## config.mk

```make
export PLATFORM = sky130hd
export DESIGN_NAME = salr_row_ram
export DESIGN_NICKNAME = d
export VERILOG_FILES = /design/src/rtl/core/salr_row_ram.sv
export SDC_FILE = /design/constraint.sdc
export NUM_CORES = 1
export LEC_CHECK = 0
export ABC_AREA = 1
export BUFFER_PORTS_ARGS = -buffer_cell sky130_fd_sc_hd__buf_2
export CAP_MARGIN = 25
export CORE_MARGIN = 3
export CORE_UTILIZATION = 50
export DETAILED_ROUTE_END_ITERATION = 12
export PLACE_DENSITY = 0.66
export SETUP_SLACK_MARGIN = 0.3
export SLEW_MARGIN = 30
export SYNTH_ARGS = -nofsm -noshare
export SYNTH_HDL_FRONTEND = slang
export SYNTH_SLANG_ARGS = --single-unit
```

## constraint.sdc

```tcl
create_clock -name clk -period 3.84 [get_ports clk]
set_input_delay 0.768 -clock clk [delete_from_list [all_inputs] [get_ports clk]]
set_output_delay 0.768 -clock clk [all_outputs]
set_load 0.01 [all_outputs]
```

## src/rtl/core/salr_row_ram.sv

```systemverilog
// ----------------------------------------------------------------------------
// salr_row_ram
// one row per set, single write port, registered read port
// ----------------------------------------------------------------------------
module salr_row_ram #(
  parameter int DEPTH = 64,
  parameter int AW    = 6,
  parameter int DW    = 8
) (
  input  logic          clk,
  input  logic          we,
  input  logic [AW-1:0] waddr,
  input  logic [DW-1:0] wdata,
  input  logic          re,
  input  logic [AW-1:0] raddr,
  output logic [DW-1:0] rdata
);

  logic [DW-1:0] mem [DEPTH];

  always_ff @(posedge clk) begin
    if (we) begin
      mem[waddr] <= wdata;
    end
  end

  always_ff @(posedge clk) begin
    if (re) begin
      rdata <= mem[raddr];
    end
  end

endmodule

```

==> flow_summary.json <==
{
  "r2r_cells": 8,
  "synth_seq_cells": 520,
  "hold_path_class": "input port to flop",
  "min_period_ps": 2370,
  "fmax_ghz": 0.421,
  "initial_core_util": 0.508,
  "stdcell_area_um2": 23700,
  "antenna_found_initial": 2,
  "synthMuxAreaShare": 0,
  "synth_compound_area_frac": 0,
  "totalWireLength_mm": 52.4,
  "synth_nets": 1828,
  "r2r_end": "rdata[4]",
  "relSlewSlack": 0.422,
  "switchingPower_w": 0.00267,
  "finalSetupViolations": 0,
  "syn_avg_cell_area_um2": 11.9,
  "initialDrtViolationCount": 1604,
  "synthAdderAreaFrac": 0,
  "skew_ps": 17.7,
  "rsz0062_at_grt": "false",
  "worstSetupEndpointType": "flop",
  "antennaDiodeCount": 0,
  "clkLatencyLatePin_ps": 600,
  "synthSimpleGateAreaFrac": 0.231,
  "power_density_nw_per_um2": 508,
  "r2r_start": "mem[6][4]",
  "gp_congestion": 0.841,
  "clkPwrFrac": 0.416,
  "grt_pass1_wl_mm": 80.2,
  "holdWs_ps": 537,
  "crit_fanout": 9,
  "hold_viol_final": 0,
  "vias": 13767,
  "synth-xor-area-share": 0,
  "clock-root-buffer": "clkbuf_16",
  "numCtsBuffers": 52,
  "total_power_w": 0.0121,
  "area_growth_syn_to_layout_pct": 10.8,
  "dp_hpwl_mm": 30.5,
  "switching_share": 0.221,
  "maxSlewViolCount": 0,
  "io_pins": 31,
  "cts_tree": "yes",
  "nets": 1868,
  "worst_setup_path_start_kind": "input port",
  "share_seq_of_total_power": 0.524,
  "cap_violations": 0,
  "dieArea_um2": 45400,
  "num-fill-cells": 3486,
  "leakage_nw": 8.59,
  "ctsResizeCount": 0,
  "drive_above_1_share": 0.0943,
  "drtAntennaViolNets": 0,
  "port-buffer-count": 30,
  "core_um2": 42100,
  "yosysWarnings": 0,
  "cp_data_arrival_time_ps": 2590,
  "synth_top_family_by_area": "simple AND/OR/NAND/NOR gates",
  "cts_sinks": 520,
  "internal-power_w": 0.00939,
  "status": "finished, final reports clean",
  "htreeDepth": 2,
  "hold_buffers": 0,
  "ys_seq_area_frac": 0.729,
  "fin_crit_sh": 0.618,
  "fp.dieW_um": 213,
  "worst-r2r-setup-slack_ps": 2360,
  "cts_max_path_buffers": 3,
  "num_rows": 75,
  "syn_inst": 1805,
  "p_comb_frac": 0.060,
  "ys_types": 15,
  "tightest_slew_ps": 864,
  "place_area_um2": 22100,
  "overflow": 0,
  "path_clk_slew_ps": 60,
  "grt_max_degree": 147,
  "wl_per_cell_um": 21.6,
  "drc": 0,
  "ir_drop_v": 0.000357,
  "critPathCapture": "mem[0][3]",
  "post_cts_buffers": 0,
  "vias_per_cell": 5.67,
  "die_h_um": 213,
  "fin_tns_setup_ps": 0,
  "critPathRequiredTime_ps": 4060,
  "criticalPathCategory": "input port to flop",
  "hp-start": "wdata[5]",
  "syn_area_um2": 21400,
  "track_usage": 0.236,
  "firstDrtPassIters": 5,
  "crit_start": "waddr[1]",
  "grt_pass1_vias": 13501
}
## cell families (layout without fill, tap and decap cells)
kind of cell | count (synthesis) | after routing
buffers and inverters | 125 | 208
and+or+nand+nor | 1160 | 1160
DFF | 520 | 520
## layout by cell type (no fill, tap or decap), types with 7 or more instances in the layout
cell type / n
buf_12: 7
nand2_1: 648
inv_1: 8
nor4_1: 8
buf_2: 27
edfxtp_1: 520
buf_4: 64
nor2_1: 56
clkbuf_16: 53
nand4_1: 9
clkinv_1: 18
clkinv_2: 11
nand3_1: 439
## synth_stat cells
library cell | number | share of area
nor2_1 | 56 | 0.0098
buf_6 | 35 | 0.018
buf_2 | 37 | 0.0086
buf_4 | 14 | 0.0049
buf_8 | 2 | 0.0014
inv_2 | 1 | 0.00018
clkbuf_1 | 15 | 0.0026
nand3_1 | 439 | 0.10
buf_1 | 10 | 0.0018
inv_6 | 1 | 0.00041
nor4_1 | 8 | 0.0023
nand2_1 | 648 | 0.11
inv_1 | 10 | 0.0018
nand4_1 | 9 | 0.0026
edfxtp_1 | 520 | 0.73
## flip-flops by register name, summed over array words and instances, names as in the netlist
| signal | count |
|---|---|
| mem | 512 |
| rdata | 8 |
## worst min-delay path by stage
stage	endpoint	slack [ps]	cells after the start
finish	mem[4][5]	540	1
global route	rdata[4]	530	1
CTS	mem[4][5]	510	1
detailed placement	rdata[6]	910	8
global placement	rdata[7]	880	8
floorplan	rdata[0]	800	8
## layer usage
| layer | vias to the layer above | wire (µm) | track usage |
|---|---|---|---|
| met2 | 570 | 24500 | 0.374 |
| li1 | 6438 | - | - |
| met3 | 79 | 4270 | 0.0423 |
| met4 | 4 | 1210 | 0.0720 |
| met5 | - | 20 | 0 |
| met1 | 6676 | 22400 | 0.337 |
## critical path: stages
cell,delay [ps]
buf_2,150
inv_1,200
nand4_1,660
nor2_1,800
## layout make-up
type	count	area, µm²	area share
Clock buffer	57	1340	0.0565
Clock inverter	40	344	0.0145
Inverter	12	52.6	0.00221
Multi-Input combinational cell	1160	4950	0.208
Sequential cell	520	15600	0.658
Tap cell	539	674	0.0284
Timing Repair Buffer	99	767	0.0323
## metrics by stage
| stage | util | worst slack (ps) | std cells |
|---|---|---|---|
| detailed placement | 0.523 | 920 | 2330 |
| CTS | 0.563 | 1540 | 2427 |
| floorplan | - | 1310 | 1805 |
| finish | 0.563 | 1470 | 2427 |
| global placement | 0.523 | 971 | 2330 |
| global route | 0.563 | 1350 | 2427 |
## power by group through the flow
stage	logic (W)	registers, W	clock network, W
finish	0.000723	0.00631	0.00502
global route	0.000797	0.00631	0.00533
CTS	0.000724	0.00631	0.00509
detailed placement	0.000721	0.00643	0
global placement	0.000710	0.00643	0
floorplan	0.000442	0.00643	0
Note: power is estimated with default switching activity, not from simulation.
