===== src/rtl/core/salr_pkg.sv =====
// ----------------------------------------------------------------------------
// salr_pkg
// shared types and constants of the set-associative lru tag store
// ----------------------------------------------------------------------------
package salr_pkg;

  localparam int OP_W      = 3;
  localparam int SET_IN_W  = 6;
  localparam int WAY_IN_W  = 3;
  localparam int TAG_IN_W  = 32;
  localparam int TILE_IN_W = 16;
  localparam int RES_WAY_W = 3;

  localparam int NUM_SETS_DEF   = 64;
  localparam int NUM_WAYS_DEF   = 8;
  localparam int TAG_WIDTH_DEF  = 32;
  localparam int TILE_WIDTH_DEF = 16;

  typedef enum logic [OP_W-1:0] {
    OP_FIND    = 3'd0,
    OP_PICK    = 3'd1,
    OP_INSTALL = 3'd2,
    OP_TOUCH   = 3'd3,
    OP_RESET   = 3'd4
  } op_t;

  typedef enum logic [1:0] {
    ST_CLEAR = 2'b01,
    ST_RUN   = 2'b10
  } state_t;

  typedef struct packed {
    logic                 found;
    logic [RES_WAY_W-1:0] way;
    logic                 victim_valid;
  } res_t;

endpackage


===== src/rtl/core/salr_update.sv =====
// ----------------------------------------------------------------------------
// salr_update
// per-set lookup, victim choice, recency update and set clear on one row
// ----------------------------------------------------------------------------
module salr_update #(
  parameter int NUM_WAYS   = salr_pkg::NUM_WAYS_DEF,
  parameter int TAG_WIDTH  = salr_pkg::TAG_WIDTH_DEF,
  parameter int TILE_WIDTH = salr_pkg::TILE_WIDTH_DEF,
  localparam int WAY_W     = $clog2(NUM_WAYS),
  localparam int ROW_W     = NUM_WAYS * (1 + WAY_W + TAG_WIDTH + TILE_WIDTH)
) (
  input  logic [ROW_W-1:0]      row,
  input  salr_pkg::op_t         op,
  input  logic                  set_ok,
  input  logic [WAY_W-1:0]      way_idx,
  input  logic                  way_ok,
  input  logic [TAG_WIDTH-1:0]  tag_val,
  input  logic [TILE_WIDTH-1:0] tile_val,
  output logic [ROW_W-1:0]      new_row,
  output logic [ROW_W-1:0]      clear_row,
  output logic                  wr,
  output salr_pkg::res_t        res
);

  localparam int ROFF = NUM_WAYS;
  localparam int TOFF = ROFF + NUM_WAYS * WAY_W;
  localparam int LOFF = TOFF + NUM_WAYS * TAG_WIDTH;

  logic                  cur_valid [NUM_WAYS];
  logic [WAY_W-1:0]      cur_rank  [NUM_WAYS];
  logic [TAG_WIDTH-1:0]  cur_tag   [NUM_WAYS];
  logic [TILE_WIDTH-1:0] cur_tile  [NUM_WAYS];
  logic                  n_valid   [NUM_WAYS];
  logic [WAY_W-1:0]      n_rank    [NUM_WAYS];
  logic [TAG_WIDTH-1:0]  n_tag     [NUM_WAYS];
  logic [TILE_WIDTH-1:0] n_tile    [NUM_WAYS];

  function automatic logic [salr_pkg::RES_WAY_W-1:0] way3(input logic [WAY_W-1:0] w);
    logic [31:0] e;
    e = 32'(w);
    return e[salr_pkg::RES_WAY_W-1:0];
  endfunction

  for (genvar g = 0; g < NUM_WAYS; g++) begin : g_row
    assign cur_valid[g] = row[g];
    assign cur_rank[g]  = row[ROFF + g*WAY_W +: WAY_W];
    assign cur_tag[g]   = row[TOFF + g*TAG_WIDTH +: TAG_WIDTH];
    assign cur_tile[g]  = row[LOFF + g*TILE_WIDTH +: TILE_WIDTH];

    assign new_row[g]                                = n_valid[g];
    assign new_row[ROFF + g*WAY_W +: WAY_W]          = n_rank[g];
    assign new_row[TOFF + g*TAG_WIDTH +: TAG_WIDTH]  = n_tag[g];
    assign new_row[LOFF + g*TILE_WIDTH +: TILE_WIDTH] = n_tile[g];

    assign clear_row[g]                                = 1'b0;
    assign clear_row[ROFF + g*WAY_W +: WAY_W]          = WAY_W'(g);
    assign clear_row[TOFF + g*TAG_WIDTH +: TAG_WIDTH]  = '0;
    assign clear_row[LOFF + g*TILE_WIDTH +: TILE_WIDTH] = '0;
  end

  always_comb begin
    logic             hit_any;
    logic [WAY_W-1:0] hit_idx;
    logic             any_inv;
    logic [WAY_W-1:0] inv_idx;
    logic [WAY_W-1:0] lru_idx;
    logic [WAY_W-1:0] victim;
    logic [WAY_W-1:0] tgt;
    logic [WAY_W-1:0] old_rank;
    logic             mk;

    hit_any = 1'b0;
    hit_idx = '0;
    any_inv = 1'b0;
    inv_idx = '0;
    lru_idx = '0;
    for (int w = NUM_WAYS - 1; w >= 0; w--) begin
      if (cur_valid[w] && (cur_tag[w] == tag_val)) begin
        hit_any = 1'b1;
        hit_idx = WAY_W'(w);
      end
      if (!cur_valid[w]) begin
        any_inv = 1'b1;
        inv_idx = WAY_W'(w);
      end
      if (cur_rank[w] == WAY_W'(NUM_WAYS - 1)) begin
        lru_idx = WAY_W'(w);
      end
    end
    victim = any_inv ? inv_idx : lru_idx;

    for (int w = 0; w < NUM_WAYS; w++) begin
      n_valid[w] = cur_valid[w];
      n_rank[w]  = cur_rank[w];
      n_tag[w]   = cur_tag[w];
      n_tile[w]  = cur_tile[w];
    end
    res = '0;
    wr  = 1'b0;
    mk  = 1'b0;
    tgt = way_idx;

    unique case (op)
      salr_pkg::OP_FIND: begin
        res.found = hit_any;
        res.way   = hit_any ? way3(hit_idx) : '0;
      end
      salr_pkg::OP_PICK: begin
        mk               = 1'b1;
        tgt              = victim;
        wr               = 1'b1;
        res.way          = way3(victim);
        res.victim_valid = !any_inv;
      end
      salr_pkg::OP_INSTALL: begin
        if (way_ok) begin
          n_valid[way_idx] = 1'b1;
          n_tag[way_idx]   = tag_val;
          n_tile[way_idx]  = tile_val;
          mk               = 1'b1;
          wr               = 1'b1;
        end
      end
      salr_pkg::OP_TOUCH: begin
        if (way_ok) begin
          mk = 1'b1;
          wr = 1'b1;
        end
      end
      salr_pkg::OP_RESET: begin
        for (int w = 0; w < NUM_WAYS; w++) begin
          n_valid[w] = 1'b0;
          n_rank[w]  = WAY_W'(w);
        end
        wr = 1'b1;
      end
      default: begin
      end
    endcase

    if (mk) begin
      old_rank = cur_rank[tgt];
      for (int w = 0; w < NUM_WAYS; w++) begin
        if (cur_rank[w] < old_rank) begin
          n_rank[w] = cur_rank[w] + WAY_W'(1);
        end
      end
      n_rank[tgt] = '0;
    end else begin
      old_rank = '0;
    end

    if (!set_ok) begin
      wr  = 1'b0;
      res = '0;
    end
  end

endmodule


===== config.mk =====
export PLATFORM = sky130hd
export DESIGN_NAME = salr_update
export DESIGN_NICKNAME = d
export VERILOG_FILES = /design/src/rtl/core/salr_pkg.sv /design/src/rtl/core/salr_update.sv
export SDC_FILE = /design/constraint.sdc
export NUM_CORES = 1
export LEC_CHECK = 0
export BUFFER_PORTS_ARGS = -buffer_cell sky130_fd_sc_hd__buf_2
export CAP_MARGIN = 30
export CORE_AREA = 4 4 506 508
export DETAILED_ROUTE_END_ITERATION = 8
export DIE_AREA = 0 0 510 512
export PLACE_DENSITY_LB_ADDON = 0.05
export SYNTH_ARGS = -nofsm -noshare
export SYNTH_HDL_FRONTEND = slang
export SYNTH_SLANG_ARGS = --single-unit

===== constraint.sdc =====
create_clock -name vclk -period 9.9
set_input_delay 2.97 -clock vclk [all_inputs]
set_output_delay 2.97 -clock vclk [all_outputs]
set_load 0.01 [all_outputs]

==> results of run 1 <==
[power breakdown]
group	leakage [nW]	total, mW	internal, mW	switching, mW
sequential	0	0	0	0
clock	0.000177	0.000000364	0.000000364	0
combinational	8.83	0.953	0.344	0.609
total	8.83	0.953	0.344	0.609
[cell type report]
cell class                      count  area, um^2
Fill cell                       29800      230000
Multi-Input combinational cell   1434       10800
Timing Repair Buffer             1035        5610
Tap cell                         3348        4190
Antenna cell                       28        70.1
Inverter                           13        48.8
[stage by stage]
stage	instances	power [mW]	hold slack [ns]	worst slack [ns]	TNS, ns
6_report	5858	0.953	6.25	0.234	0
2_1_floorplan	1982	0.545	6.03	0.708	0
3_3_place_gp	5829	0.992	6.26	-0.273	-0.502
4_1_cts	5830	0.991	6.25	0.0456	0
3_5_place_dp	5830	0.983	6.25	-0.283	-0.372
5_1_grt	5836	1.04	6.27	0.00304	0
[Yosys cell counts (3+ instances only)]
cell	count	area, um^2
a21o_1	4	30.0
a21oi_1	19	95.1
a22o_1	3	26.3
a31oi_1	3	18.8
a32o_1	4	40.0
and2_1	10	62.6
and3_1	5	31.3
buf_1	19	71.3
buf_4	418	3140
buf_6	5	56.3
clkbuf_1	91	342
ha_1	24	300
inv_1	13	48.8
mux2_2	386	4350
nand2_1	54	203
nand2b_1	3	18.8
nand3_1	22	110
nand3b_1	3	22.5
nand4_1	45	282
nor2_1	33	124
nor2b_1	4	25.0
nor3_1	19	95.1
nor4_1	31	194
o211ai_2	3	37.5
o21ai_0	9	45.0
o2bb2ai_1	10	87.6
o31ai_1	5	37.5
o41ai_1	4	35.0
or2_2	3	18.8
or3_1	4	25.0
or4_1	4	30.0
xnor2_1	161	1410
xor2_1	95	832
[per-layer routing]
| metal | vias to the layer above | share of wire | GRT usage |
|---|---|---|---|
| met5 | - | 0.0040 | 0.00352 |
| met4 | 108 | 0.0098 | 0.00617 |
| met3 | 202 | 0.11 | 0.0523 |
| met2 | 954 | 0.48 | 0.215 |
| met1 | 6999 | 0.40 | 0.150 |
| li1 | 6484 | - | - |
[cell families after synthesis]
| kind of cell | synth area share |
|---|---|
| xor+xnor | 0.175 |
| buf+inv | 0.287 |
| simple gates | 0.112 |
| other cells | 0.000588 |
| mux | 0.342 |
| compound gates | 0.0587 |
| fa+ha+maj | 0.0244 |
[worst min-delay path by stage]
stage	slack, ns	startpoint	cells after the start	endpoint
floorplan	6.03	row[8]	1	new_row[8]
global placement	6.26	row[362]	3	new_row[362]
detailed placement	6.25	row[378]	3	new_row[378]
CTS	6.25	row[378]	3	new_row[378]
global route	6.27	row[332]	3	new_row[332]
finish	6.25	row[378]	3	new_row[378]
[repair_timing]
action,in CTS,in global routing
resized for setup,7,10
endpoints found under the setup margin,3,24
pin swaps,0,1
hold buffers,0,0
==> flow_summary_export.csv, run 1 <==
group,metric,value,unit
setup_path,cp_num_buf_inv,5,
place,post_dp_cell_area,20600,um^2
grt,overflow,0,
grt,track_usage,0.125,
run_status,status,"finished, final reports clean",
finish,nNetsFinal,2980,
finish,final_common_cell,"buf_2",
power_and_ir_drop,powerDensity,45.9,nW/um^2
setup_path,start_kind,"primary input",
finish,area_delta_synth_final,62.3,%
setup_path,worst-path-stages,17,
place,routabilityCongestion,0.743,
sta,tightest_slew,0.907,ns
floorplanning,ios,1310,
sta,rsz0062_at_grt,"false",
finish,seq_cells,0,
drt,drc,0,
synth,ys_types,74,
setup_path,cp_slowest_cell,"o41ai_1",
sta,post-route-period-util,0.976,
finish,fin_util,0.0826,
finish,drive_gt1_frac,0.593,
place,dpl.hpwl,155,mm
setup_path,slowest_delay,0.41,ns
grt,grt_pass1_vias,15100,
sta,hold_violations,0,
sta,period_minus_slack,9.67,ns
synth,avgSynthCellArea,8.15,um^2
setup_path,cp_common_cell,"buf_4",
setup_path,worstSetupEndpointType,"output pin",
synth,synth_area,12800,um^2
finish,layout_common_cells,"buf_2 (894), conb_1 (416), mux2_2 (386)",
setup_path,cp_max_fo,8,
sta,setup_violations,0,
setup_path,critical-path-top-delay-family,"compound AO/OA/AOI/OAI gates",
floorplanning,coreArea,251000,um^2
place,portBuffers,894,
drt,drt-total-wl,171,mm
sta,max-slew-margin-rel,0.394,
floorplanning,initial_core_util,0.0509,
hold_path,worstHoldPathType,"in2out",
floorplanning,die_w,510,um
drt,route.vias.total,14700,
setup_path,cp.arrival,6.70,ns
run,drv_cap,0,
finish,final_area,20700,um^2
sta,slew_viol_final,0,
setup_path,worstSetupPathType,"in2out",
synth,yosysWarnings,0,
drt,dr.pass1.iters,4,
setup_path,cp-startpoint,"row[18]",
finish,nClkBuffers,0,
grt,grt_first_pass_wirelength,206,mm
drt,drtIter0Drc,508,
drt,routedWlPerCell,29.3,um
setup_path,cp.required,6.93,ns
grt,grt_max_degree,50,
drt,route.antenna.remaining_nets,0,
floorplanning,dieArea,261000,um^2
grt,antenna_found_initial,192,
setup_path,setup.worst_path.end,"new_row[18]",
synth,ys_seq_area_frac,0,
sta,fmax,103,MHz
cts,cts_setup_buffers,0,
synth,syn-instance-count,1568,
drt,via_per_inst,2.52,
power_and_ir_drop,leakage,8.83,nW
floorplanning,fp.dieH,512,um
power_and_ir_drop,ir_drop,0.00959,mV
finish,regArea,0,um^2
setup_path,crit_chain,"buf_2 -> ha_1 -> ha_1 -> nor2_1 -> o31ai_1 -> buf_4 -> a221oi_4 -> nor3_1 -> buf_4 -> nand3_1 -> nand4_4 -> buf_4 -> o41ai_1 -> o211ai_2 -> a21oi_1 -> o2bb2ai_1 -> buf_2",
floorplanning,row_count,184,
Note: power is estimated with default switching activity, not from simulation.
==> run 2, diff against run 1 <==
==> constraint.sdc (replaced) <==
create_clock -name vclk -period 9.9
set_input_delay 0.99 -clock vclk [all_inputs]
set_output_delay 0.99 -clock vclk [all_outputs]
set_load 0.01 [all_outputs]
==> run 2 against run 1 <==
Net effect: maximum frequency increased by 59%; cell area down 4.0%; cell count shrank 1.5%; first-iteration DRC count fell by 3.0%; combinational power fell by 4.0%; via count is 2.2% lower; total power down 3.9%; clock-buffer cell count unchanged; sequential share of layout area is the same; sequential cell count is the same; hold slack got worse by 4.0 ns; critical path type unchanged; critical endpoint is now new_row[23]; highest routed layer unchanged.
==> flow_summary_export.csv, run 2 (synthesized netlist as in run 1, its figures left out) <==
group,metric,value,unit
finish,final_common_cell,"buf_2",
setup_path,critical-path-top-delay-family,"compound AO/OA/AOI/OAI gates",
finish,regArea,0,um^2
setup_path,cp.required,8.91,ns
finish,drive_gt1_frac,0.572,
drt,drt-total-wl,171,mm
finish,layout_common_cells,"buf_2 (897), conb_1 (416), mux2_2 (386)",
sta,hold_violations,0,
floorplanning,ios,1310,
finish,area_delta_synth_final,55.8,%
drt,dr.pass1.iters,4,
setup_path,cp_common_cell,"ha_1",
sta,whs,2.29,ns
grt,grt_pass1_vias,14700,
floorplanning,dieArea,261000,um^2
power_and_ir_drop,powerDensity,46.0,nW/um^2
power_and_ir_drop,leakage,8.32,nW
sta,period_minus_slack,6.07,ns
grt,grt_max_degree,35,
drt,drc,0,
grt,antenna_found_initial,195,
place,post_dp_cell_area,19800,um^2
cts,ctsHoldBuffers,0,
sta,slew_viol_final,0,
setup_path,cp_num_buf_inv,3,
cts,cts_setup_buffers,0,
finish,nNetsFinal,2883,
run_status,status,"finished, final reports clean",
drt,drtIter0Drc,493,
sta,max-slew-margin-rel,0.199,
finish,fill_cells,29800,
floorplanning,initial_core_util,0.0509,
setup_path,slowest_delay,0.59,ns
setup_path,cp_max_fo,9,
place,routabilityCongestion,0.741,
hold_path,worstHoldPathType,"in2out",
drt,routedWlPerCell,29.7,um
power_and_ir_drop,ir_drop,0.00990,mV
place,portBuffers,894,
sta,tightest_slew,1.19,ns
setup_path,worstSetupEndpointType,"output pin",
floorplanning,fp.dieH,512,um
grt,track_usage,0.124,
floorplanning,die_w,510,um
setup_path,start_kind,"primary input",
cts,ctsResizeCount,0,
finish,nClkBuffers,0,
sta,worst_slack,3.83,ns
place,dpl.hpwl,154,mm
finish,final_area,19900,um^2
setup_path,cp_slowest_cell,"or4_1",
grt,overflow,0,
drt,via_per_inst,2.50,
drt,route.vias.total,14400,
sta,rsz0062_at_grt,"false",
floorplanning,coreArea,251000,um^2
finish,seq_cells,0,
sta,setup_violations,0,
drt,route.antenna.remaining_nets,0,
setup_path,crit_chain,"buf_2 -> ha_1 -> ha_1 -> or4_1 -> a31o_1 -> a22o_1 -> nand2_1 -> and3_1 -> a311oi_1 -> a31oi_1 -> buf_4 -> ha_1 -> and2_1 -> o41ai_1 -> o211ai_1 -> a21oi_1 -> o31a_1 -> buf_2",
setup_path,cp.arrival,5.08,ns
place,pre_cts_slack,3.79,ns
sta,fin_setup_tns,0,ns
grt,grt_first_pass_wirelength,205,mm
finish,fin_util,0.0792,
sta,fmax,165,MHz
run,drv_cap,0,
setup_path,worstSetupPathType,"in2out",
sta,post-route-period-util,0.613,
floorplanning,row_count,184,
## run 2: changes by cell type in the layout (fill, tap and decap cells not counted), sizes merged
cell   previous run  this run
buf            1035       938
diode            28        40
## run 2: routing by layer
layer,GRT usage,wire length (um),vias to the layer above
met5,0,675,-
met4,0.00894,1680,102
met3,0.0524,17500,168
met2,0.214,81600,943
met1,0.149,69800,6920
li1,-,-,6287
## run 2: final timing paths
path	startpoint	end	slack, ns	cells past startpoint
max	row[29]	new_row[23]	3.83	18
min	row[303]	new_row[303]	2.29	3
## run 2: cell type report
class,count,area (um^2),area share
inverter,13,48.8,0.00245
tap,3348,4190,0.211
antenna,40,100,0.00503
multi-input combinational,1434,10800,0.540
timing repair buffer,938,4810,0.242
## run 2: tightest hold or removal path, stage by stage
cell and delay [ns]:
buf_2 0.07, mux2_2 0.12, buf_2 0.12
## run 2: metrics by stage
stage / std cells / power, mW
CTS: 5733 / 0.953
finish: 5773 / 0.915
detailed placement: 5733 / 0.948
global route: 5743 / 0.996
floorplan: 1982 / 0.545
global placement: 5722 / 0.958
## run 2: report_power, final
part / internal (mW) / total (mW) / switching [mW]
Clock: 0.000000284 / 0.000000285 / 0
Sequential: 0 / 0 / 0
Combinational: 0.309 / 0.915 / 0.607
==> run 3, diff against run 2 <==
--- a/config.mk
+++ b/config.mk
@@ -7,9 +7,9 @@
 export LEC_CHECK = 0
 export BUFFER_PORTS_ARGS = -buffer_cell sky130_fd_sc_hd__buf_2
 export CAP_MARGIN = 30
-export CORE_AREA = 4 4 506 508
+export CORE_AREA = 4 4 505 507
 export DETAILED_ROUTE_END_ITERATION = 8
-export DIE_AREA = 0 0 510 512
+export DIE_AREA = 0 0 509 511
 export PLACE_DENSITY_LB_ADDON = 0.05
 export SYNTH_ARGS = -nofsm -noshare
 export SYNTH_HDL_FRONTEND = slang
==> constraint.sdc (replaced) <==
create_clock -name vclk -period 4.9
set_input_delay 0.49 -clock vclk [all_inputs]
set_output_delay 0.49 -clock vclk [all_outputs]
set_load 0.01 [all_outputs]
==> run 3 against run 2 <==
Net effect: worst setup slack got worse by 3.6 ns; first-iteration DRC count increased by 8.1%; combinational power increased by 110%; non-clock buffer count increased by 101; total power increased by 110%; global-route usage increased by 0.13 points; hold slack got worse by 1.0 ns; cell area increased by 4.8%; highest routed layer unchanged; sequential share of layout area unchanged.
==> flow_summary_export.csv, run 3 (synthesized netlist as in run 1, its figures left out) <==
group,metric,value,unit
finish,drive_gt1_frac,0.594,
grt,grt_max_degree,50,
power_and_ir_drop,leakage,8.87,nW
floorplanning,die_w,509,um
grt,track_usage,0.126,
finish,area_delta_synth_final,63.2,%
sta,post-route-period-util,0.960,
floorplanning,row_count,184,
drt,maxUsedRoutingLayer,"met5",
drt,routedWlPerCell,29.3,um
setup_path,cp_common_cell,"buf_2",
finish,seq_cells,0,
setup_path,cp_num_buf_inv,3,
hold_path,min_path_cells,3,
setup_path,cp_slowest_cell,"o22ai_2",
setup_path,setup.worst_path.end,"new_row[11]",
finish,final_common_cell,"buf_2",
drt,wl_met1,67.8,mm
floorplanning,fp.dieH,511,um
finish,final_area,20800,um^2
setup_path,cp_max_fo,9,
grt,grt_pass1_vias,15200,
sta,worst_slack,0.194,ns
floorplanning,ios,1310,
sta,whs,1.29,ns
sta,rsz0062_at_grt,"false",
place,routabilityCongestion,0.735,
finish,nClkBuffers,0,
power_and_ir_drop,ir_drop,0.0201,mV
run_status,status,"finished, final reports clean",
finish,layout_common_cells,"buf_2 (896), conb_1 (416), mux2_2 (386)",
power_and_ir_drop,totalPowerFinal,1.94,mW
drt,drc,0,
drt,drt-total-wl,172,mm
finish,fin_util,0.0832,
sta,tightest_slew,0.900,ns
place,pre_cts_slack,-0.155,ns
setup_path,critical-path-top-delay-family,"compound AO/OA/AOI/OAI gates",
grt,antenna_found_initial,199,
drt,dr_wl_met2,79.9,mm
place,dp_cells,5832,
setup_path,worst-path-stages,15,
hold_path,worstHoldPathType,"in2out",
drt,route.antenna.remaining_nets,0,
sta,slew_viol_final,0,
drt,route.vias.total,14700,
setup_path,worstSetupPathType,"in2out",
setup_path,slowest_delay,0.46,ns
drt,drtIter0Drc,533,
grt,grt_first_pass_wirelength,208,mm
power_and_ir_drop,powerDensity,93.3,nW/um^2
setup_path,cp-startpoint,"row[18]",
drt,via_per_inst,2.50,
finish,fill_cells,29800,
setup_path,crit_chain,"buf_2 -> ha_1 -> ha_1 -> nor2_1 -> o31ai_1 -> buf_2 -> a221o_1 -> a21oi_2 -> o21ai_1 -> o22ai_2 -> nor3_1 -> o21a_1 -> o211a_1 -> o32a_1 -> buf_2",
finish,finalNonFillerCells,5864,
setup_path,cp.required,4.41,ns
finish,nNetsFinal,2984,
run,drv_cap,0,
drt,dr.pass1.iters,4,
floorplanning,coreArea,250000,um^2
sta,max-slew-margin-rel,0.395,
floorplanning,dieArea,260000,um^2
floorplanning,initial_core_util,0.0510,
sta,hold_violations,0,
place,post_dp_cell_area,20700,um^2
sta,fin_setup_tns,0,ns
place,portBuffers,894,
setup_path,cp.arrival,4.22,ns
grt,overflow,0,
sta,period_minus_slack,4.71,ns
setup_path,start_kind,"primary input",
drt,wl_met3,21.5,mm
finish,regArea,0,um^2
sta,fmax,212,MHz
sta,setup_violations,0,
setup_path,worstSetupEndpointType,"output pin",
place,dpl.hpwl,155,mm
run 3: area by class of cell:
class / instances / area, um^2 / area share
multi-input combinational: 1434 / 10800 / 0.518
timing repair buffer: 1039 / 5730 / 0.275
tap: 3348 / 4190 / 0.201
antenna: 30 / 75.1 / 0.00360
inverter: 13 / 48.8 / 0.00234
run 3: worst min-delay path by stage:
stage	startpoint	endpoint	slack, ns
4_1_cts	row[331]	new_row[331]	1.29
3_3_place_gp	row[393]	new_row[393]	1.30
5_1_grt	row[331]	new_row[331]	1.31
3_5_place_dp	row[331]	new_row[331]	1.29
2_1_floorplan	row[8]	new_row[8]	1.07
6_report	row[331]	new_row[331]	1.29
run 3: routing by layer:
layer	up-vias	GRT usage
li1	6485	-
met1	6876	0.145
met2	931	0.213
met3	242	0.0694
met4	146	0.00646
met5	-	0
run 3: power breakdown:
part           switching (mW)   total [mW]  internal, mW
logic                    1.24         1.94         0.705
registers                   0            0             0
clock network               0  0.000000488   0.000000488
run 3: worst min-delay path: stages:
cell and delay (ns):
buf_2 0.07, mux2_2 0.12, buf_2 0.12
run 3: timing repair:
action / CTS / global route
buffers inserted: 0 / 1
endpoints found under the hold margin: 0 / 0
gates resized for setup: 3 / 12
hold buffers: 0 / 0
pin swaps: 0 / 2
setup endpoints to repair: 2 / 25
